### src/hw/rtl/rle_sprite_stream_decoder_unit_assert.svh
// Assertion macros for the sprite stream decoder unit.
// Included by the top level; needs signals clk and arst_n in scope.
`ifndef RLE_SPRITE_STREAM_DECODER_UNIT_ASSERT_SVH
`define RLE_SPRITE_STREAM_DECODER_UNIT_ASSERT_SVH

// Same-cycle implication, checked outside reset.
`define RSD_ASSERT_IMP(lbl, ante, cons) \
	lbl: assert property (@(posedge clk) disable iff (!arst_n) (ante) |-> (cons)) \
		else $error("rsd assertion failed");

// Next-cycle implication, checked outside reset.
`define RSD_ASSERT_NEXT(lbl, ante, cons) \
	lbl: assert property (@(posedge clk) disable iff (!arst_n) (ante) |=> (cons)) \
		else $error("rsd assertion failed");

`endif

### src/hw/rtl/rsd_ram.sv
// Generic single-write, single-read RAM with registered read data.
// No dependencies.
module rsd_ram #(
	parameter int WIDTH = 16,
	parameter int DEPTH = 256,
	localparam int AW = $clog2(DEPTH)
) (
	input  logic             clk,
	input  logic             we,
	input  logic [AW-1:0]    waddr,
	input  logic [WIDTH-1:0] wdata,
	input  logic             re,
	input  logic [AW-1:0]    raddr,
	output logic [WIDTH-1:0] rdata
);

	logic [WIDTH-1:0] mem [DEPTH];

	always_ff @(posedge clk) begin
		if (we) begin
			mem[waddr] <= wdata;
		end
		if (re) begin
			rdata <= mem[raddr];
		end
	end

endmodule

### config.mk
export PLATFORM = sky130hd
export DESIGN_NAME = rsd_ram
export DESIGN_NICKNAME = d
export VERILOG_FILES = /design/src/hw/rtl/rle_sprite_stream_decoder_unit_assert.svh /design/src/hw/rtl/rsd_ram.sv
export SDC_FILE = /design/constraint.sdc
export NUM_CORES = 2
export LEC_CHECK = 0
export ABC_AREA = 0
export BUFFER_PORTS_ARGS = -buffer_cell sky130_fd_sc_hd__buf_2
export CAP_MARGIN = 20
export CELL_PAD_IN_SITES_DETAIL_PLACEMENT = 1
export CELL_PAD_IN_SITES_GLOBAL_PLACEMENT = 2
export CORE_ASPECT_RATIO = 0.8
export CORE_MARGIN = 2
export CORE_UTILIZATION = 35
export DETAILED_ROUTE_END_ITERATION = 8
export PLACE_DENSITY = 0.69
export REMOVE_ABC_BUFFERS = 1
export SYNTH_ARGS = -nofsm -noshare
export SYNTH_HDL_FRONTEND = slang
export SYNTH_SLANG_ARGS = --single-unit
### constraint.sdc
create_clock -name clk -period 2.57 [get_ports clk]
set_input_delay 0.257 -clock clk [delete_from_list [all_inputs] [get_ports clk]]
set_output_delay 0.257 -clock clk [all_outputs]
set_load 0.05 [all_outputs]
Word level (Yosys, flattened, before mapping)
Memory sizes are Yosys's and may differ from the RTL's. A register that Yosys moved wholly into a read port is not among the register bits.
Index checks and enable logic that the tools add are counted.
- mux-type cells: 2
- operators with widths (operator ; count):
    1-bit 2-to-1 mux ; 2
- register bits after elaboration: 0
- RAM bits: 4096
- bits of input ports: 35
- memories kept: 1
- word-level logic and storage cells: 3
- memories (name ; depth ; bits a word ; read ports ; clocked after Yosys merged registers in ; wr ports ; RTL line ; text):
    mem ; 256 ; 16 ; 1 ; 1 ; 1 ; rsd_ram.sv:17 ; logic [WIDTH-1:0] mem [DEPTH];

Longest topological paths before layout
- depth in word-level cells: 2
- gate-level depth with buffers: 12
- gate-level depth less buffers: 6

Least setup slack after synthesis
OpenSTA, ideal clock, no wires.
- path type: in2reg
- start point: input port raddr[0]
- end point: register rdata[4], read port of mem, data pin
- setup time: 0.265 ns
- path buffers: 3
- arrival time: 2.241 ns
- stages: 8
- slack: 0.064 ns
- cells stage by stage: buf_6 -> buf_6 -> buf_2 -> mux4_2 -> mux4_2 -> a22o_1 -> o32ai_2 -> nor4_2
- RTL lines (what ; RTL line ; text):
    start: declaration ; rsd_ram.sv:13 ; input logic [AW-1:0] raddr,
    end: declaration ; rsd_ram.sv:14 ; output logic [WIDTH-1:0] rdata

==> results.tsv <==
metric	value	unit
synth_seq_cells	4112	
grt_pass1_wl	662000	µm
n_fill_cell	42654	
nNetsFinal	8402	
finalMaxSlewViolations	0	
max_freq	388	MHz
vias_per_cell	5.63	
irDropWorstVdd	0.681	mV
vias	82898	
gr-total-overflow	0	
clock_sinks	4112	
critPathKind	register to register	
p_int	112	mW
design_area	0.189	mm²
io_pins	51	
fp.coreArea	0.452	mm²
ys_seq_area_share	77.7	%
post-route-period-util	100	%
syn_avg_cell_area	21.6	µm²
cts_tree	yes	
syn-cell-area	0.159	mm²
clock_path_buffers	4	
post_cts_buffers	0	
postSynth.asyncResetShare	0	%
cp-end-kind	register	
hold_violations	0	
drive_gt1_share	30.8	%
crit_chain	mux4_2, mux2_2, a22oi_2, buf_4, nand2_2, o32ai_4, nor4_1	
crit_required	3310	ps
hold_path_class	input pin to register	
drc_errors	0	
first_pass_iters	5	
power.total	144	mW
tightest_slew	1180	ps
gp_congestion	0.897	
critical_path_buf_inv_count	1	
p_sw	31.7	mW
die_w	757	µm
worst_ep_arrival_time	3320	ps
num_rows	221	
setup_ws	-9.26	ps
port_buffers	50	
cpMaxStageDelayCell	mux4_2	
path_clk_slew	70	ps
grt_max_degree	116	
place_area	0.174	mm²
dieHeight	607	µm
max-cap-violations	0	
p_per_area	761	mW/mm²
worst-path-max-fanout	1	
dieArea	0.459	mm²
yosys_warnings	0	
rsz0062_at_grt	yes	
power.leakage	60.5	nW
critPathMaxStageDelay	480	ps
first_iter_violations	11474	
swShare	22.0	%
htree_levels	5	
antenna_found_initial	39	
syn_inst	7360	
synth_cell_types	51	
ys.flop_type	edfxtp_1	
fin_crit	2580	ps
setup_viol	1	
layout_common_cells	edfxtp_1 (4112), mux4_2 (797), buf_4 (794), mux2i_1 (565), clkbuf_16 (400)	
synth_edf_count	4112	
combPwrFrac	5.7	%
grt_pass1_vias	84290	
worstSetupStartpointType	register	
hpwl	296000	µm
syn_to_final_growth	18.8	%
start_util	35.1	%
insertion_delay	1020	ps
grt_usage	20.1	%
numCtsBuffers	395	
finClkSkew	65.7	ps
final_common_cell	edfxtp_1	
cp_top_family	multiplexers	
setup_tns	-9.26	ps
wl_per_cell	32.0	µm
p_clk_share	42.7	%
drt-total-wl	471000	µm
seq_power_share	51.5	%
postRouteAntennaNets	0	
cts-root-buf	clkbuf_16	
slew_headroom	21.1	%
status	complete, but fails checks	
finish.utilization	41.7	%
violations	setup timing	
[through the flow]
stage	setup WS, ps	std cells	hold WS (ps)
5_1_grt	-61.9	14726	80.6
4_1_cts	-41.5	14720	2.97
3_5_place_dp	-1750	13973	629
2_1_floorplan	-4320	6908	356
3_3_place_gp	-1820	13973	619
6_report	-9.26	14735	117
[what timing repair did]
item | CTS | global route
gates cloned | 1 | 3
hold buffers | 18 | 0
gates resized for setup | 73 | 31
hold endpoints to repair | 2370 | 0
setup endpoints to repair | 16 | 16
pin swaps | 18 | 7
[routing by layer]
metal	GRT usage [%]	wire length (µm)	vias to the layer above
li1	-	-	33330
met1	30.5	208000	45110
met5	0	36	-
met4	5.04	12300	6
met3	3.83	43300	625
met2	29.9	208000	3827
[worst reg2reg max path: stages (launching register included)]
cell and delay [ps]:
edfxtp_1 370, mux4_2 480, mux2_2 320, a22oi_2 370, buf_4 190, nand2_2 120, o32ai_4 410, nor4_1 90
[cell usage after synthesis (all sizes together), types with 16 or more instances]
master | count | area share [%]
edfxtp | 4112 | 78
mux4 | 797 | 11
mux2i | 565 | 3.6
nor2 | 304 | 0.72
o221ai | 253 | 1.4
clkbuf | 230 | 0.54
buf | 222 | 1.1
a21oi | 175 | 0.55
o22ai | 148 | 0.58
nor3 | 92 | 0.29
mux2 | 88 | 0.62
a22oi | 43 | 0.20
nand2 | 38 | 0.090
o21ai | 38 | 0.12
nand3 | 35 | 0.11
a22o | 32 | 0.18
a221oi | 28 | 0.15
nand4 | 26 | 0.10
o32ai | 21 | 0.12
a211oi | 18 | 0.085
nor4 | 18 | 0.075
o31ai | 16 | 0.076
[kinds of logic after synthesis]
| kind of cell | after synthesis | share of synthesized area [%] |
|---|---|---|
| flops | 4112 | 77.7 |
| mux | 1450 | 15.5 |
| compound gates | 786 | 3.53 |
| simple gates | 556 | 1.57 |
| buf+inv | 456 | 1.69 |
[state kept, by name, indices dropped and copies added (netlist names)]
signal	flops
rdata	16
mem	4096
[final cells by class]
| cell class | instances | area, µm² | share of cell area [%] |
|---|---|---|---|
| Antenna cell | 13 | 32.5 | 0.0172 |
| Clock buffer | 463 | 10200 | 5.39 |
| Clock inverter | 268 | 3370 | 1.79 |
| Inverter | 4 | 27.5 | 0.0146 |
| Multi-Input combinational cell | 2792 | 33500 | 17.7 |
| Sequential cell | 4112 | 123000 | 65.4 |
| Tap cell | 6021 | 7530 | 3.99 |
| Timing Repair Buffer | 1062 | 10600 | 5.64 |
[power by group through the flow]
stage,Clock (mW),Combinational [mW],Sequential [mW]
floorplan,0,2.73,75.5
global route,64.6,8.58,74.0
CTS,62.3,8.15,74.0
global placement,0,7.83,75.5
detailed placement,0,7.99,75.5
finish,61.4,8.23,74.1
[worst paths after layout]
| path | start | to | slack, ps | depth (start not counted) |
|---|---|---|---|---|
| max | mem[11][3] | rdata[3] | -9 | 7 |
| min reg2reg | mem[228][5] | rdata[5] | 1240 | 5 |
| max reg2reg | mem[11][3] | rdata[3] | -9 | 7 |
| min | waddr[7] | mem[209][2] | 120 | 4 |
(Power assumes the default switching activity.)
