$ cat config.mk
export PLATFORM = sky130hd
export DESIGN_NAME = rsd_decoder
export DESIGN_NICKNAME = d
export VERILOG_FILES = /design/src/hw/rtl/rle_sprite_stream_decoder_unit_assert.svh /design/src/hw/rtl/rsd_pkg.sv /design/src/hw/rtl/rsd_decoder.sv
export SDC_FILE = /design/constraint.sdc
export NUM_CORES = 1
export LEC_CHECK = 0
export ABC_AREA = 1
export BUFFER_PORTS_ARGS = -buffer_cell sky130_fd_sc_hd__buf_2
export CAP_MARGIN = 5
export CORE_MARGIN = 2
export CORE_UTILIZATION = 55
export CTS_BUF_LIST = sky130_fd_sc_hd__clkbuf_8
export DETAILED_ROUTE_END_ITERATION = 16
export PLACE_DENSITY = 0.84
export REMOVE_ABC_BUFFERS = 1
export SLEW_MARGIN = 25
export SYNTH_ARGS = -nofsm -noshare
export SYNTH_HDL_FRONTEND = slang
export SYNTH_SLANG_ARGS = --single-unit
$ cat constraint.sdc
create_clock -name clk -period 4.97 [get_ports clk]
set_input_delay 0.2485 -clock clk [delete_from_list [all_inputs] [get_ports clk]]
set_output_delay 0.2485 -clock clk [all_outputs]
set_load 0.1 [all_outputs]
$ cat src/hw/rtl/rle_sprite_stream_decoder_unit_assert.svh
// Assertion macros for the sprite stream decoder unit.
// Included by the top level; needs signals clk and arst_n in scope.
`ifndef RLE_SPRITE_STREAM_DECODER_UNIT_ASSERT_SVH
`define RLE_SPRITE_STREAM_DECODER_UNIT_ASSERT_SVH

// Same-cycle implication, checked outside reset.
`define RSD_ASSERT_IMP(lbl, ante, cons) \
	lbl: assert property (@(posedge clk) disable iff (!arst_n) (ante) |-> (cons)) \
		else $error("rsd assertion failed");

// Next-cycle implication, checked outside reset.
`define RSD_ASSERT_NEXT(lbl, ante, cons) \
	lbl: assert property (@(posedge clk) disable iff (!arst_n) (ante) |=> (cons)) \
		else $error("rsd assertion failed");

`endif

$ cat src/hw/rtl/rsd_pkg.sv
// Shared types and constants of the sprite stream decoder unit.
// No dependencies; imported by the decoder core, the top level and the testbench.
package rsd_pkg;

	localparam int AREA_W     = 25;
	localparam int COUNT_W    = 9;
	localparam int POS_W      = 32;
	localparam int RUN_W      = 14;
	localparam int OUT_ADDR_W = 24;
	localparam int COLOR_W    = 16;
	localparam int BYTE_W     = 8;
	localparam int CFG_IDX_W  = 2;

	typedef enum logic [1:0] {
		OP_PALETTE = 2'd0,
		OP_START   = 2'd1,
		OP_BYTE    = 2'd2,
		OP_IGNORE  = 2'd3
	} op_t;

	localparam logic [CFG_IDX_W-1:0] REG_SURFACE_AREA  = 2'd0;
	localparam logic [CFG_IDX_W-1:0] REG_PALETTE_COUNT = 2'd1;

	localparam logic [15:0] CTRL_BLEND_BASE = 16'h4000;
	localparam logic [15:0] CTRL_END        = 16'h8000;
	localparam logic [15:0] CTRL_LONG_BASE  = 16'hC000;

	typedef struct packed {
		logic                  write_valid;
		logic                  frame_done;
		logic [OUT_ADDR_W-1:0] pixel_address;
		logic                  color_ok;
		logic                  blend_mode;
		logic [BYTE_W-1:0]     blend_factor;
	} rsd_res_t;

	typedef struct packed {
		logic               we;
		logic [BYTE_W-1:0]  waddr;
		logic [COLOR_W-1:0] wdata;
		logic               re;
		logic [BYTE_W-1:0]  raddr;
	} rsd_pal_req_t;

endpackage

$ cat src/hw/rtl/rsd_decoder.sv
// Control-word decoder: phase, run and skip state, write position.
// Depends on rsd_pkg; drives palette RAM requests and the results for pixels and frame end.
module rsd_decoder import rsd_pkg::*; #(
	parameter int PALETTE_DEPTH = 256,
	parameter int ADDRESS_WIDTH = 24
) (
	input  logic               clk,
	input  logic               arst_n,
	input  logic               in_accept,
	input  logic [1:0]         operation,
	input  logic [BYTE_W-1:0]  palette_slot,
	input  logic [COLOR_W-1:0] palette_value,
	input  logic [BYTE_W-1:0]  stream_byte,
	input  logic [AREA_W-1:0]  surface_area,
	input  logic [COUNT_W-1:0] palette_count,
	output logic               res_emit,
	output rsd_res_t           res,
	output rsd_pal_req_t       pal
);

	typedef enum logic [7:0] {
		PH_ENDED     = 8'b0000_0001,
		PH_CTRL_LO   = 8'b0000_0010,
		PH_CTRL_HI   = 8'b0000_0100,
		PH_DRAW      = 8'b0000_1000,
		PH_BLEND_IDX = 8'b0001_0000,
		PH_BLEND_FAC = 8'b0010_0000,
		PH_EXTRA_LO  = 8'b0100_0000,
		PH_EXTRA_HI  = 8'b1000_0000
	} phase_t;

	localparam logic [POS_W:0]   AreaMax  = 33'(1) << ADDRESS_WIDTH;
	localparam logic [COUNT_W-1:0] DepthCnt = COUNT_W'(PALETTE_DEPTH);

	phase_t             phase_q, phase_n;
	logic [BYTE_W-1:0]  ctrl_lo_q, ctrl_lo_n;
	logic [RUN_W-1:0]   run_q, run_n;
	logic [RUN_W-1:0]   skip_hi_q, skip_hi_n;
	logic [BYTE_W-1:0]  extra_lo_q, extra_lo_n;
	logic [BYTE_W-1:0]  held_idx_q, held_idx_n;
	logic [POS_W-1:0]   pos_q, pos_n;

	logic [15:0]        ctrl;
	logic [POS_W:0]     area_ext, area_lim;
	logic [COUNT_W-1:0] cnt_lim;
	logic [29:0]        skip_adv;
	logic [POS_W:0]     skip_sum;
	logic [POS_W-1:0]   skip_pos;
	logic               skip_past;
	logic               pix_in_area;
	logic [POS_W-1:0]   pos_inc;
	logic [RUN_W-1:0]   run_dec;
	logic [BYTE_W-1:0]  pix_idx;
	logic               pix_color_ok;

	assign ctrl     = {stream_byte, ctrl_lo_q};
	assign area_ext = (POS_W+1)'(surface_area);
	assign area_lim = (area_ext > AreaMax) ? AreaMax : area_ext;
	assign cnt_lim  = (palette_count > DepthCnt) ? DepthCnt : palette_count;

	// Short skip takes the low 15 bits of the word, long skip the 30-bit assembled count.
	assign skip_adv  = (phase_q == PH_EXTRA_HI) ? {skip_hi_q, stream_byte, extra_lo_q}
	                                           : {15'd0, ctrl[14:0]};
	assign skip_sum  = {1'b0, pos_q} + (POS_W+1)'(skip_adv);
	assign skip_pos  = skip_sum[POS_W] ? '1 : skip_sum[POS_W-1:0];
	assign skip_past = {1'b0, skip_pos} >= area_lim;

	assign pix_in_area  = {1'b0, pos_q} < area_lim;
	assign pos_inc      = (&pos_q) ? pos_q : pos_q + POS_W'(1);
	assign run_dec      = run_q - RUN_W'(1);
	assign pix_idx      = (phase_q == PH_BLEND_FAC) ? held_idx_q : stream_byte;
	assign pix_color_ok = COUNT_W'(pix_idx) < cnt_lim;

	always_comb begin
		phase_n    = phase_q;
		ctrl_lo_n  = ctrl_lo_q;
		run_n      = run_q;
		skip_hi_n  = skip_hi_q;
		extra_lo_n = extra_lo_q;
		held_idx_n = held_idx_q;
		pos_n      = pos_q;
		res_emit   = 1'b0;
		res        = '0;
		pal        = '0;
		pal.waddr  = palette_slot;
		pal.wdata  = palette_value;
		pal.raddr  = pix_idx;

		if (in_accept) begin
			unique case (op_t'(operation))
				OP_PALETTE: begin
					pal.we = COUNT_W'(palette_slot) < DepthCnt;
				end
				OP_START: begin
					pos_n   = '0;
					run_n   = '0;
					phase_n = PH_CTRL_LO;
				end
				OP_BYTE: begin
					unique case (phase_q)
						PH_ENDED: begin
						end
						PH_CTRL_LO: begin
							ctrl_lo_n = stream_byte;
							phase_n   = PH_CTRL_HI;
						end
						PH_CTRL_HI: begin
							priority if (ctrl == 16'd0) begin
								phase_n = PH_CTRL_LO;
							end else if (ctrl < CTRL_BLEND_BASE) begin
								run_n   = ctrl[RUN_W-1:0];
								phase_n = PH_DRAW;
							end else if (ctrl < CTRL_END) begin
								run_n   = ctrl[RUN_W-1:0];
								phase_n = (ctrl[RUN_W-1:0] != '0) ? PH_BLEND_IDX : PH_CTRL_LO;
							end else if (ctrl == CTRL_END) begin
								phase_n        = PH_ENDED;
								run_n          = '0;
								res_emit       = 1'b1;
								res.frame_done = 1'b1;
							end else if (ctrl < CTRL_LONG_BASE) begin
								pos_n = skip_pos;
								if (skip_past) begin
									phase_n        = PH_ENDED;
									run_n          = '0;
									res_emit       = 1'b1;
									res.frame_done = 1'b1;
								end else begin
									phase_n = PH_CTRL_LO;
								end
							end else begin
								skip_hi_n = ctrl[RUN_W-1:0];
								phase_n   = PH_EXTRA_LO;
							end
						end
						PH_DRAW: begin
							res_emit          = pix_in_area;
							res.write_valid   = 1'b1;
							res.pixel_address = pos_q[OUT_ADDR_W-1:0];
							res.color_ok      = pix_color_ok;
							pal.re            = pix_in_area && pix_color_ok;
							pos_n             = pos_inc;
							run_n             = run_dec;
							if (run_dec == '0) begin
								phase_n = PH_CTRL_LO;
							end
						end
						PH_BLEND_IDX: begin
							held_idx_n = stream_byte;
							phase_n    = PH_BLEND_FAC;
						end
						PH_BLEND_FAC: begin
							res_emit          = pix_in_area;
							res.write_valid   = 1'b1;
							res.pixel_address = pos_q[OUT_ADDR_W-1:0];
							res.color_ok      = pix_color_ok;
							res.blend_mode    = 1'b1;
							res.blend_factor  = stream_byte;
							pal.re            = pix_in_area && pix_color_ok;
							pos_n             = pos_inc;
							run_n             = run_dec;
							phase_n           = (run_dec != '0) ? PH_BLEND_IDX : PH_CTRL_LO;
						end
						PH_EXTRA_LO: begin
							extra_lo_n = stream_byte;
							phase_n    = PH_EXTRA_HI;
						end
						PH_EXTRA_HI: begin
							pos_n = skip_pos;
							if (skip_past) begin
								phase_n        = PH_ENDED;
								run_n          = '0;
								res_emit       = 1'b1;
								res.frame_done = 1'b1;
							end else begin
								phase_n = PH_CTRL_LO;
							end
						end
						default: begin
						end
					endcase
				end
				OP_IGNORE: begin
				end
			endcase
		end
	end

	always_ff @(posedge clk or negedge arst_n) begin
		if (!arst_n) begin
			phase_q    <= PH_ENDED;
			ctrl_lo_q  <= '0;
			run_q      <= '0;
			skip_hi_q  <= '0;
			extra_lo_q <= '0;
			held_idx_q <= '0;
			pos_q      <= '0;
		end else begin
			phase_q    <= phase_n;
			ctrl_lo_q  <= ctrl_lo_n;
			run_q      <= run_n;
			skip_hi_q  <= skip_hi_n;
			extra_lo_q <= extra_lo_n;
			held_idx_q <= held_idx_n;
			pos_q      <= pos_n;
		end
	end

endmodule

* Word level (Yosys, flattened, before mapping) *
Cells that the tools add are included.

cells by class
  add/sub/neg operators = 3
  multipliers = 0
  div/mod/pow operators = 0
  order comparisons = 8
  equal/unequal tests = 20
  shifts and indexed selects = 0
  muxes and demuxes = 52
  bitwise logic cells = 5
  reductions and logical operators = 16

operator list
  kind                     count
  $mux W32                 7
  $pmux W32 S3             1
  $mux W14                 6
  $mux W36                 2
  $pmux W32 S2             1
  $pmux W8 S7              1
  $mux W25                 2
  $mux W8                  6
  $pmux W14 S3             1
  $add A32 B30 Y33         1
  $add A32 B1 Y32 const B  1
  $ge A32 B25 Y1           1
  $lt A16 B16 Y1 const B   2
  $lt A32 B25 Y1           1
  $reduce_and A32 Y1       1
  $mux W30                 1
  $pmux W14 S2             1
  $reduce_bool A14 Y1      2
  $gt A25 B25 Y1 const B   1
  $ne A3 B3 Y1 const B     7
  $mux W9                  2
  $eq A16 B16 Y1 const B   1
  $logic_not A16 Y1        1
  $lt A16 B15 Y1 const B   1
  other kinds (33)         53

word-level totals
  flip-flop bits (word level) = 92
  latch bits = 0
  bits in writable memories = 0
  ROM bits = 0
  output and inout port bits = 71
  logic and storage cells = 111
  memories kept = 0

* Depth between registers and ports, before layout *
Gate-level depths: netlist of the first run.

  depth after elaboration = 14
  mapped depth = 44

* Worst setup path after synthesis of the first run *
OpenSTA, ideal clock, no wires.

  kind = register to output
  start = register phase_q[0]
  end = output port pal[8] in the netlist's numbering
  data arrival time = 6.595 ns
  setup slack = -1.873 ns
  cell stages (with the launch flop) = 14
  path buffers = 1
  cell sequence = dfstp_2 nor2_2 nand3_1 inv_2 nand4_2 clkinv_1 clkbuf_1 o21ai_0 ha_1 a21oi_1 o31ai_1 a221oi_1 o41ai_1 nor3_1

RTL lines
  what                      line                source
  start: declaration        rsd_decoder.sv:35   phase_t phase_q, phase_n;
  start signal: assignment  rsd_decoder.sv:199  phase_q <= phase_n;
  end: declaration          rsd_decoder.sv:18   output rsd_pal_req_t pal

* Worst setup path in the final report of the first run *
  start = register phase_q[0]
  end = output port res_emit

on the way
  longest elaborated chain between the ends = 14
  elaborated cells on any way between the ends = 18
  classes of those cells = add/sub: 1; order compare: 1; eq/ne: 4; mux: 11; reduce/logical: 1

ends and longest elaborated chain
  what              line                                    source
  $eq A8 B8 Y1      rsd_decoder.sv:62, rsd_decoder.sv:100
  $mux W30          rsd_decoder.sv:62                       assign skip_adv = (phase_q == PH_EXTRA_HI) ? {skip_hi_q, stream_byte, extra_lo_q}
  $add A32 B30 Y33  rsd_decoder.sv:64                       assign skip_sum = {1'b0, pos_q} + (POS_W+1)'(skip_adv);
  $mux W32          rsd_decoder.sv:65                       assign skip_pos = skip_sum[POS_W] ? '1 : skip_sum[POS_W-1:0];
  $ge A32 B25 Y1    rsd_decoder.sv:66                       assign skip_past = {1'b0, skip_pos} >= area_lim;
  $mux W1           rsd_decoder.sv:123, rsd_decoder.sv:170
  $mux W1           rsd_decoder.sv:121                      end else if (ctrl < CTRL_LONG_BASE) begin
  $mux W1           rsd_decoder.sv:116                      end else if (ctrl == CTRL_END) begin
  $mux W1           rsd_decoder.sv:113                      end else if (ctrl < CTRL_END) begin
  $mux W1           rsd_decoder.sv:110                      end else if (ctrl < CTRL_BLEND_BASE) begin
  $mux W1           rsd_decoder.sv:108                      priority if (ctrl == 16'd0) begin
  $pmux W1 S3 (*)   rsd_decoder.sv:100                      unique case (phase_q)
  $mux W1 (*)       rsd_decoder.sv:90                       unique case (op_t'(operation))
  $mux W1 (*)       rsd_decoder.sv:89                       if (in_accept) begin
  end: declaration  rsd_decoder.sv:16                       output logic res_emit,

Mark *: on every way between the ends. The rest lies on a longest branch, timed or not.

==> qor.txt, run 1 <==
====================================================================================
Largest incremental delay on the critical path                               0.57 ns
Post-synth top area cell                                                     dfrtp_1
Reg2reg path depth                                                                33
Layout Area Growth over Synthesis                                              13.0%
Antenna violations before repair                                                   0
Worst hold path stage count                                                        5
Global routing usage summed across all routing layers                          0.337
Standard-cell row count                                                           49
TritonRoute pass-1 iters                                                           6
Count of flip-flops with a built-in enable after synthesis                         0
Fin. Hold Viols                                                                    0
Avg Inst Size Synth                                                       6.31 sq um
Sw Ratio                                                                       0.461
Detailed-route via count                                                       11400
Post-Route WL                                                               33800 um
Reg clk slew, reported paths                                                 0.12 ns
Path class of the lowest-slack min-delay path                              in -> reg
Category of the critical setup timing path                                reg -> out
CTS tree                                                                       built
Slew at the pin with the worst max-slew slack                               0.772 ns
Number of synthesized register bits                                               92
Count of antenna-violating nets left after detailed routing                        0
Arr. time, crit path                                                         5.07 ns
CP max-delay cell                                                            dfstp_2
Flop-to-flop setup slack                                                     0.05 ns
Most common cell after layout, fill and taps aside                           nand2_1
Maximum clock insertion buffer count                                               2
Clock Skew                                                                 0.0387 ns
Finished Core Util                                                             0.637
HP Start                                                                stream_byte[4]
Pint                                                                         1.73 mW
Final HPWL DP                                                               25300 um
Top achievable clock speed                                                 0.188 GHz
Number of remaining DRC errors                                                     0
Fin crit share                                                                  1.07
Portion of the post-synthesis area used by sequential elements                 0.227
Level count of the clock H-tree                                                    3
Combinational Power Share                                                      0.525
Startpoint of the most critical register-to-register path                 phase_q[0]
Top cells by area, synth                                                dfrtp_1 22%, nand2_1 17%, ha_1 11%
DIE AREA                                                                 19600 sq um
Violated checks                                                         setup timing
Core Area                                                                18000 sq um
Final setup violation count                                                        2
Portion of total power attributed to sequential cells                          0.300
Met1 layer wirelength in the final routing                                  13700 um
Min setup slack post-route                                                 -0.347 ns
Crit path top cell by count                                                  nand2_1
Layout cell share with drive strength beyond 1                                 0.166
End of the worst hold path                                                 run_q[12]
Total clock buffers created by CTS                                                 9
Power density cells                                                      280 nW/um^2
Met3 wire length                                                             3400 um
Clock Power Share                                                              0.175
Proportion of synthesized flip-flops having asynchronous set or reset           1.00
Kind of end point of the critical path                                   output port
Worst slew margin                                                              0.484
Post-synth top area share                                                      0.224
Via count of the first global-routing pass                                     10900
Critical Path Fanout Max                                                           7
Nets@finish                                                                     1862
ANT cells                                                                          0
Total Power                                                                  3.22 mW
RSZ-0062 raised after global routing                                            true
Endpoint of the worst-slack reg-to-reg timing path                          run_q[4]
Number of top-level design ports                                                 142
Count of buffers from port buffering                                              93
Vias per std cell                                                               5.89
Peak supply drop                                                              184 uV
Worst endpoint required time                                                 4.72 ns
Startpoint kind of the worst setup timing path                                  flop
Overflow left after global routing                                                 0
Highest-count cells in the layout ignoring fill and taps                444 x nand2_1, 186 x inv_1, 174 x nor2_1, 104 x o21ai_0, 91 x dfrtp_1
Critical path startpoint                                                  phase_q[0]
CTS Root Buffer Type                                                        clkbuf_8
Number of standard cells in the final layout excluding fillers                  1933
Count of distinct cell types in the synthesized netlist                           56
Die Span Y                                                                    140 um
Maximum number of pins on one net before global-route repair                      50
Length of routed met2 wiring                                                15300 um
Buffers plus inverters on the worst setup path                                     8
RePlAce Congestion                                                              1.08
Final-layout worst hold slack                                               0.274 ns
Max-cap violation count                                                            0
Most frequently used flop master after synthesis                             dfrtp_1
Max-slew violations                                                                0
Result of the run                                                       complete, but fails checks
Number of placed instances with taps included                                   1888
Die span in x                                                                 140 um
Cell type group with the largest total delay on the critical path       simple AND/OR/NAND/NOR gates
Total clock sinks                                                                 92
Accumulated negative setup slack                                           -0.670 ns
First-pass GRT wire length                                                  53400 um
Starting DRT DRC Count                                                          1129
DR top layer                                                                    met4
Initial standard-cell utilization of the core                                  0.564
Clock period minus worst slack                                               5.32 ns
Average routed wire per standard cell                                        17.5 um
Clock Latency Late Sink                                                      0.44 ns
Area of the mapped netlist                                               10200 sq um
Static Leakage                                                               5.92 nW
Number of warnings printed during yosys synthesis                                  0
Cell count after synthesis                                                      1610
Net load switching power                                                     1.49 mW
====================================================================================
==> final cells by class <==
type / instances / area, sq um
fillers: 1640 / 6540
repair buffers: 144 / 921
clock inverters: 7 / 86.3
clock buffers: 9 / 124
repair inverters: 2 / 15.0
flip-flops and latches: 92 / 2300
well taps: 229 / 287
inverters: 200 / 761
multi-input cells: 1250 / 6990
==> timing repair <==
item	in CTS	in global routing
endpoints found under the hold margin	48	0
gates cloned	2	2
hold buffers	1	0
buffers inserted	16	8
pin swaps	18	13
setup endpoints to repair	17	18
gates resized for setup	47	43
==> state kept, by name (all words and copies together), names as in the netlist <==
register    count
ctrl_lo_q       8
extra_lo_q      8
held_idx_q      8
phase_q         8
pos_q          32
run_q          14
skip_hi_q      14
==> power by group through the flow <==
stage | clock network (mW) | registers, mW | logic, mW
after floorplan | 0 | 0.922 | 1.05
after global placement | 0 | 0.965 | 1.35
after detailed placement | 0 | 0.968 | 1.39
after CTS | 0.562 | 0.953 | 1.56
after global routing | 0.588 | 0.975 | 1.88
final | 0.562 | 0.966 | 1.69
==> worst reg2reg max path, delay by kind of cell, from the launching register on <==
kind | cells | cell delay, ns
fa+ha+maj | 2 | 0.56
flops | 1 | 0.57
compound gates | 7 | 0.89
simple gates | 16 | 1.69
buf+inv | 8 | 1.19
==> per-stage QoR <==
step	instance area, sq um	worst slack (ns)
3_3_place_gp	10700	0.0475
4_1_cts	11200	-0.217
3_5_place_dp	10700	-0.116
2_1_floorplan	9740	-1.84
6_report	11500	-0.347
5_1_grt	11500	-0.603
==> logic make-up (layout without fill, tap and decap cells) <==
kind of cell	Yosys count	after routing	share of synthesized area
DFF	92	92	0.227
xor gates and xnor gates	35	35	0.0302
and+or+nand+nor	850	850	0.361
muxes	2	2	0.00222
AOI/OAI and AO/OA	271	271	0.151
adders and majority gates	92	92	0.114
buffers and inverters	268	362	0.116
==> Yosys cell counts, types with 8 or more instances <==
master / number
or2_2: 20
ha_1: 91
inv_2: 9
buf_4: 27
clkbuf_1: 26
buf_6: 8
nor3_1: 24
a21oi_1: 78
dfrtp_1: 91
nand3_1: 91
nand2_2: 13
nor4_1: 17
o22ai_1: 24
inv_1: 189
o21ai_0: 113
xor2_1: 31
nor2_1: 177
nand2_1: 457
nand4_1: 23
==> worst max-delay path by stage <==
| stage | slack (ns) | to | depth (start not counted) |
|---|---|---|---|
| 4_1_cts | -0.22 | res_emit | 42 |
| 3_3_place_gp | 0.05 | res_emit | 38 |
| 2_1_floorplan | -1.84 | pal[8] | 12 |
| 3_5_place_dp | -0.12 | res_emit | 38 |
| 5_1_grt | -0.60 | res_emit | 34 |
| 6_report | -0.35 | res_emit | 32 |
==> layer usage <==
layer  global-route usage  vias up
li1                     -     5433
met1                0.429     5163
met2                0.537      677
met3               0.0855      122
met4                0.159        0
met5               0.0150        -
No activity file was read; power rests on OpenSTA's default activity.
==> run 2: changes to the inputs <==
--- a/config.mk
+++ b/config.mk
@@ -14,6 +14,7 @@
 export DETAILED_ROUTE_END_ITERATION = 16
 export PLACE_DENSITY = 0.84
 export REMOVE_ABC_BUFFERS = 1
+export SETUP_SLACK_MARGIN = 0.02
 export SLEW_MARGIN = 25
 export SYNTH_ARGS = -nofsm -noshare
 export SYNTH_HDL_FRONTEND = slang
==> qor.txt, run 2 (synthesis gave the netlist of run 1 again) <==
==================================================================================
Result of the run                                                     complete, but fails checks   unchanged
Violated checks                                                       setup timing   unchanged
Detailed-route via count                                                     11400   unchanged
Average routed wire per standard cell                                      17.5 um   unchanged
Largest registers                                                     pos_q x32, run_q x14, skip_hi_q x14   unchanged
Combinational Power Share                                                    0.525   about the same
Fin crit share                                                                1.07   unchanged
Count of buffers from port buffering                                            93   unchanged
Fill cell instance count of the final layout                                  1640   unchanged
Category of the critical setup timing path                              reg -> out   unchanged
Min setup slack post-route                                               -0.347 ns   unchanged
Global routing usage summed across all routing layers                        0.337   unchanged
Highest-count cells in the layout ignoring fill and taps              444 x nand2_1, 186 x inv_1, 174 x nor2_1, 104 x o21ai_0, 91 x dfrtp_1   unchanged
TritonRoute pass-1 iters                                                         6   unchanged
Final HPWL DP                                                             25300 um   unchanged
Clock period minus worst slack                                             5.32 ns   unchanged
Clock Power Share                                                            0.175   about the same
Max-slew violations                                                              0   unchanged
Final setup violation count                                                      2   unchanged
Die Span Y                                                                  140 um   unchanged
ANT cells                                                                        0   unchanged
Number of remaining DRC errors                                                   0   unchanged
Total clock sinks                                                               92   unchanged
Reg clk slew, reported paths                                               0.12 ns   about the same
Max-cap violation count                                                          0   unchanged
Standard-cell row count                                                         49   unchanged
Maximum clock insertion buffer count                                             2   unchanged
Kind of end point of the critical path                                 output port   unchanged
First-pass GRT wire length                                                53400 um   unchanged
Nets@finish                                                                   1862   unchanged
Initial standard-cell utilization of the core                                0.564   unchanged
Crit path top cell by count                                                nand2_1   unchanged
Startpoint kind of the worst setup timing path                                flop   unchanged
Total clock buffers created by CTS                                               9   unchanged
Top achievable clock speed                                               0.188 GHz   unchanged
Most common cell after layout, fill and taps aside                         nand2_1   unchanged
RePlAce Congestion                                                            1.08   unchanged
CTS tree                                                                     built   unchanged
Largest incremental delay on the critical path                             0.57 ns   about the same
Antenna violations before repair                                                 0   unchanged
Non-Filler Cell Area, Final                                            11500 sq um   unchanged
Starting DRT DRC Count                                                        1129   unchanged
Worst setup timing slack at the placement stage                          -0.116 ns   unchanged
Level count of the clock H-tree                                                  3   unchanged
Peak supply drop                                                            184 uV   unchanged
Pint                                                                       1.73 mW   unchanged
Static Leakage                                                             5.92 nW   unchanged
Largest Register                                                             pos_q   unchanged
Worst endpoint required time                                               4.72 ns   about the same
Flip-flop count of the largest register, all copies and words added             32   unchanged
Met1 layer wirelength in the final routing                                13700 um   unchanged
Layout Area Growth over Synthesis                                            13.0%   unchanged
Power density cells                                                    280 nW/um^2   unchanged
Vias per std cell                                                             5.89   unchanged
RSZ-0062 raised after global routing                                          true   unchanged
Slew at the pin with the worst max-slew slack                             0.772 ns   unchanged
Path class of the lowest-slack min-delay path                            in -> reg   unchanged
Layout cell share with drive strength beyond 1                               0.166   unchanged
Via count of the first global-routing pass                                   10900   unchanged
Overflow left after global routing                                               0   unchanged
Portion of total power attributed to sequential cells                        0.300   about the same
Worst slew margin                                                            0.484   unchanged
Clock Skew                                                               0.0387 ns   unchanged
Number of top-level design ports                                               142   unchanged
Die span in x                                                               140 um   unchanged
CTS Root Buffer Type                                                      clkbuf_8   unchanged
Placed cell areas                                                      10700 sq um   unchanged
Net load switching power                                                   1.49 mW   unchanged
Length of routed met2 wiring                                              15300 um   unchanged
Clock Latency Late Sink                                                    0.44 ns   about the same
CP max-delay cell                                                          dfstp_2   unchanged
Core Area                                                              18000 sq um   unchanged
Count of antenna-violating nets left after detailed routing                      0   unchanged
DR top layer                                                                  met4   unchanged
Met3 wire length                                                           3400 um   unchanged
Post-Route WL                                                             33800 um   unchanged
DIE AREA                                                               19600 sq um   unchanged
Maximum number of pins on one net before global-route repair                    50   unchanged
Critical Path Fanout Max                                                         7   unchanged
Sw Ratio                                                                     0.461   unchanged
Arr. time, crit path                                                       5.07 ns   about the same
Fin. Hold Viols                                                                  0   unchanged
==================================================================================
-- run 2: cell counts in the layout (fill, tap and decap cells not counted) --
No cell type changed its count.
-- run 2: metrics by stage --
stage / hold WS (ns) / cells / utilization / total power [mW] / setup TNS [ns]
final: 0.274 / 1933 / 0.637 / 3.22 / -0.670
after global placement: 0.326 / 1888 / 0.594 / 2.31 / 0
after CTS: 0.248 / 1923 / 0.624 / 3.08 / -0.426
after detailed placement: 0.332 / 1888 / 0.594 / 2.36 / -0.662
after floorplan: -0.0471 / 1542 / - / 1.97 / -25.46
after global routing: 0.280 / 1933 / 0.637 / 3.44 / -4.70
-- run 2: metal layers --
| metal | vias up | GRT usage |
|---|---|---|
| li1 | 5433 | - |
| met1 | 5163 | 0.429 |
| met2 | 677 | 0.537 |
| met3 | 122 | 0.0855 |
| met4 | 0 | 0.159 |
| met5 | - | 0.0150 |
-- run 2: area by class of cell --
cell class                 instances  area [sq um]  share of cell area
multi-input combinational       1250          6990               0.608
sequential                        92          2300               0.201
timing repair buffer             144           921              0.0802
inverter                         200           761              0.0663
tap                              229           287              0.0250
clock buffer                       9           124              0.0108
clock inverter                     7          86.3             0.00752
timing repair inverter             2          15.0             0.00131
-- run 2: path summary, 6_finish.rpt --
kind                                     start             to  slack (ns)  cells past startpoint
worst max-delay path                phase_q[0]       res_emit       -0.35                     32
worst min-delay path            stream_byte[4]      run_q[12]        0.27                      5
worst max register to register      phase_q[0]       run_q[4]        0.05                     33
worst min register to register   held_idx_q[0]  held_idx_q[0]        0.50                      2
max in group asynchronous               arst_n  extra_lo_q[3]        3.57                      3
min in group asynchronous               arst_n       pos_q[8]        0.39                      2
-- run 2: what timing repair did --
item	in CTS	in global routing
gates resized for setup	47	43
pin swaps	18	13
buffers inserted	16	8
setup endpoints to repair	17	18
gates cloned	2	2
hold buffers	1	0
hold endpoints to repair	48	0
-- run 2: worst max-delay path, delay by kind of cell, from the launching register on --
family	cells	cell delay [ns]
buffers and inverters	8	1.03
DFF	1	0.57
AOI/OAI and AO/OA	9	1.05
and+or+nand+nor	13	1.46
adders and majority gates	2	0.56
-- run 2: power by group through the flow --
stage	Clock (mW)	Combinational, mW	Sequential (mW)
after floorplan	0	1.05	0.922
after global placement	0	1.35	0.965
after detailed placement	0	1.39	0.968
after CTS	0.562	1.56	0.953
after global routing	0.588	1.88	0.975
final	0.562	1.69	0.966
==> run 3: changes to the inputs <==
--- a/config.mk
+++ b/config.mk
@@ -9,10 +9,10 @@
 export BUFFER_PORTS_ARGS = -buffer_cell sky130_fd_sc_hd__buf_2
 export CAP_MARGIN = 5
 export CORE_MARGIN = 2
-export CORE_UTILIZATION = 55
+export CORE_UTILIZATION = 60
 export CTS_BUF_LIST = sky130_fd_sc_hd__clkbuf_8
 export DETAILED_ROUTE_END_ITERATION = 16
-export PLACE_DENSITY = 0.84
+export PLACE_DENSITY = 0.87
 export REMOVE_ABC_BUFFERS = 1
 export SETUP_SLACK_MARGIN = 0.02
 export SLEW_MARGIN = 25
==> constraint.sdc (replaced) <==
create_clock -name clk -period 5 [get_ports clk]
set_input_delay 0.25 -clock clk [delete_from_list [all_inputs] [get_ports clk]]
set_output_delay 0.25 -clock clk [all_outputs]
set_load 0.1 [all_outputs]
==> qor.txt, run 3 (synthesis gave the netlist of run 1 again) <==
==================================================================================
Die Span Y                                                                  134 um   was 140 um
RSZ-0062 raised after global routing                                          true   unchanged
Worst slew margin                                                            0.338   was 0.484
Area used by multi-input combinational logic                            7010 sq um   was 6990 sq um
Worst setup timing slack at the placement stage                         -0.0927 ns   was -0.116 ns
Number of remaining DRC errors                                                   0   unchanged
Flip-flop count of the largest register, all copies and words added             32   unchanged
Highest-count cells in the layout ignoring fill and taps              449 x nand2_1, 182 x inv_1, 164 x nor2_1, 106 x o21ai_0, 91 x dfrtp_1   was 444 x nand2_1, 186 x inv_1, 174 x nor2_1, 104 x o21ai_0, 91 x dfrtp_1
Level count of the clock H-tree                                                  3   unchanged
Result of the run                                                     complete, but fails checks   unchanged
Flop-to-flop setup slack                                                   0.03 ns   was 0.05 ns
End of the worst hold path                                                run_q[8]   was run_q[12]
Critical path depth in cells                                                    38   was 32
Clock Skew                                                               0.0205 ns   was 0.0387 ns
Startpoint kind of the worst setup timing path                                flop   unchanged
CTS tree                                                                     built   unchanged
Final HPWL DP                                                             25800 um   was 25300 um
Critical Path Fanout Max                                                        10   was 7
Cell type group with the largest total delay on the critical path     simple AND/OR/NAND/NOR gates   unchanged
Register area                                                           2300 sq um   unchanged
Violated checks                                                       setup timing   unchanged
Die span in x                                                               134 um   was 140 um
First-pass GRT wire length                                                54600 um   was 53400 um
Largest Register                                                             pos_q   unchanged
Standard-cell row count                                                         47   was 49
Path class of the lowest-slack min-delay path                            in -> reg   unchanged
RePlAce Congestion                                                            1.06   was 1.08
HP Start                                                              stream_byte[0]   was stream_byte[4]
Static Leakage                                                             6.04 nW   was 5.92 nW
Total clock buffers created by CTS                                               9   unchanged
Count of buffers from port buffering                                            93   unchanged
Overflow left after global routing                                               0   unchanged
Placed cell areas                                                      10700 sq um   about the same
Buffers plus inverters on the worst setup path                                   7   was 8
Non-Filler Cell Area, Final                                            11800 sq um   was 11500 sq um
Reg clk slew, reported paths                                               0.11 ns   was 0.12 ns
Max-cap violation count                                                          0   unchanged
Power density cells                                                    273 nW/um^2   was 280 nW/um^2
Clock period minus worst slack                                             5.30 ns
Antenna violations before repair                                                 0   unchanged
Average routed wire per standard cell                                      17.8 um   was 17.5 um
Final-layout worst hold slack                                             0.257 ns   was 0.274 ns
TritonRoute pass-1 iters                                                         8   was 6
Initial standard-cell utilization of the core                                0.613   was 0.564
Final setup violation count                                                      2   unchanged
Category of the critical setup timing path                              reg -> out   unchanged
Nets@finish                                                                   1893   was 1862
Fin crit share                                                                1.06
Largest incremental delay on the critical path                             0.40 ns   was 0.57 ns
Most common cell after layout, fill and taps aside                         nand2_1   unchanged
DIE AREA                                                               18000 sq um   was 19600 sq um
Worst endpoint required time                                               4.75 ns   was 4.72 ns
Post-Route WL                                                             34900 um   was 33800 um
Via count of the first global-routing pass                                   10800   was 10900
Arr. time, crit path                                                       5.05 ns   was 5.07 ns
Total clock sinks                                                               92   unchanged
Min setup slack post-route                                               -0.304 ns   was -0.347 ns
Starting DRT DRC Count                                                        1133   was 1129
Clock Latency Late Sink                                                    0.41 ns   was 0.44 ns
Largest registers                                                     pos_q x32, run_q x14, skip_hi_q x14   unchanged
Vias per std cell                                                             5.95   was 5.89
Maximum number of pins on one net before global-route repair                    67   was 50
Layout Area Growth over Synthesis                                            15.7%   was 13.0%
Finished Core Util                                                           0.709   was 0.637
Global routing usage summed across all routing layers                        0.384   was 0.337
Endpoint of the worst-slack reg-to-reg timing path                        run_q[1]   was run_q[4]
Slew at the pin with the worst max-slew slack                             0.980 ns   was 0.772 ns
Count of antenna-violating nets left after detailed routing                      0   unchanged
Peak supply drop                                                            178 uV   was 184 uV
Kind of end point of the critical path                                 output port   unchanged
Core Area                                                              16600 sq um   was 18000 sq um
Number of top-level design ports                                               142   unchanged
CP max-delay cell                                                          dfrtp_1   was dfstp_2
Maximum clock insertion buffer count                                             2   unchanged
Detailed-route via count                                                     11600   was 11400
Fill cell instance count of the final layout                                  1448   was 1640
CTS Root Buffer Type                                                      clkbuf_8   unchanged
Layout cell share with drive strength beyond 1                               0.186   was 0.166
Startpoint of the most critical register-to-register path               phase_q[1]   was phase_q[0]
Max-slew violations                                                              0   unchanged
Fin. Hold Viols                                                                  0   unchanged
Reg2reg path depth                                                              39   was 33
ANT cells                                                                        0   unchanged
Worst hold path stage count                                                      5   unchanged
Crit path top cell by count                                                nand2_1   unchanged
Top achievable clock speed                                               0.189 GHz
Critical path startpoint                                                phase_q[1]   was phase_q[0]
==================================================================================
-- run 3: timing repair --
action	in CTS	in global routing
setup buffers	30	23
hold endpoints to repair	25	0
setup endpoints to repair	17	72
pin swaps	19	44
gates cloned	1	0
resized for setup	50	53
hold buffers	1	0
-- run 3: per-stage QoR --
step	TNS (ns)	cells	power (mW)
floorplan	-24.18	1542	1.96
detailed placement	-0.875	1885	2.34
global placement	0	1885	2.30
global route	-5.47	1955	3.42
CTS	-0.346	1933	3.05
finish	-0.606	1955	3.21
-- run 3: worst max path at each step --
stage	end	slack [ns]
6_report	res[34]	-0.30
5_1_grt	res[34]	-0.60
4_1_cts	res_emit	-0.19
3_5_place_dp	res_emit	-0.09
3_3_place_gp	res_emit	0.04
2_1_floorplan	pal[8]	-1.81
-- run 3: routing by layer --
metal / track usage / vias up / wire (um)
li1: - / 5502 / -
met1: 0.487 / 5254 / 13900
met2: 0.615 / 752 / 15700
met3: 0.0794 / 130 / 3660
met4: 0.204 / 0 / 1610
met5: 0.0167 / - / 0
-- run 3: final cells by class --
cell class | count | share of cell area
multi-input combinational | 1250 | 0.596
sequential | 92 | 0.196
timing repair buffer | 176 | 0.102
inverter | 200 | 0.0657
tap | 220 | 0.0234
clock buffer | 9 | 0.0105
clock inverter | 7 | 0.00607
timing repair inverter | 1 | 0.000639
-- run 3: worst min-delay path: cells and delay by family --
family | cells | cell delay, ns
AND/OR/NAND/NOR | 3 | 0.16
AO/OA/AOI/OAI | 1 | 0.07
buffers and inverters | 1 | 0.14
-- run 3: power by group --
part           total, mW  switching, mW  internal, mW
sequential         0.955          0.128         0.827
combinational       1.70           1.00         0.697
clock              0.555          0.357         0.197
total               3.21           1.49          1.72
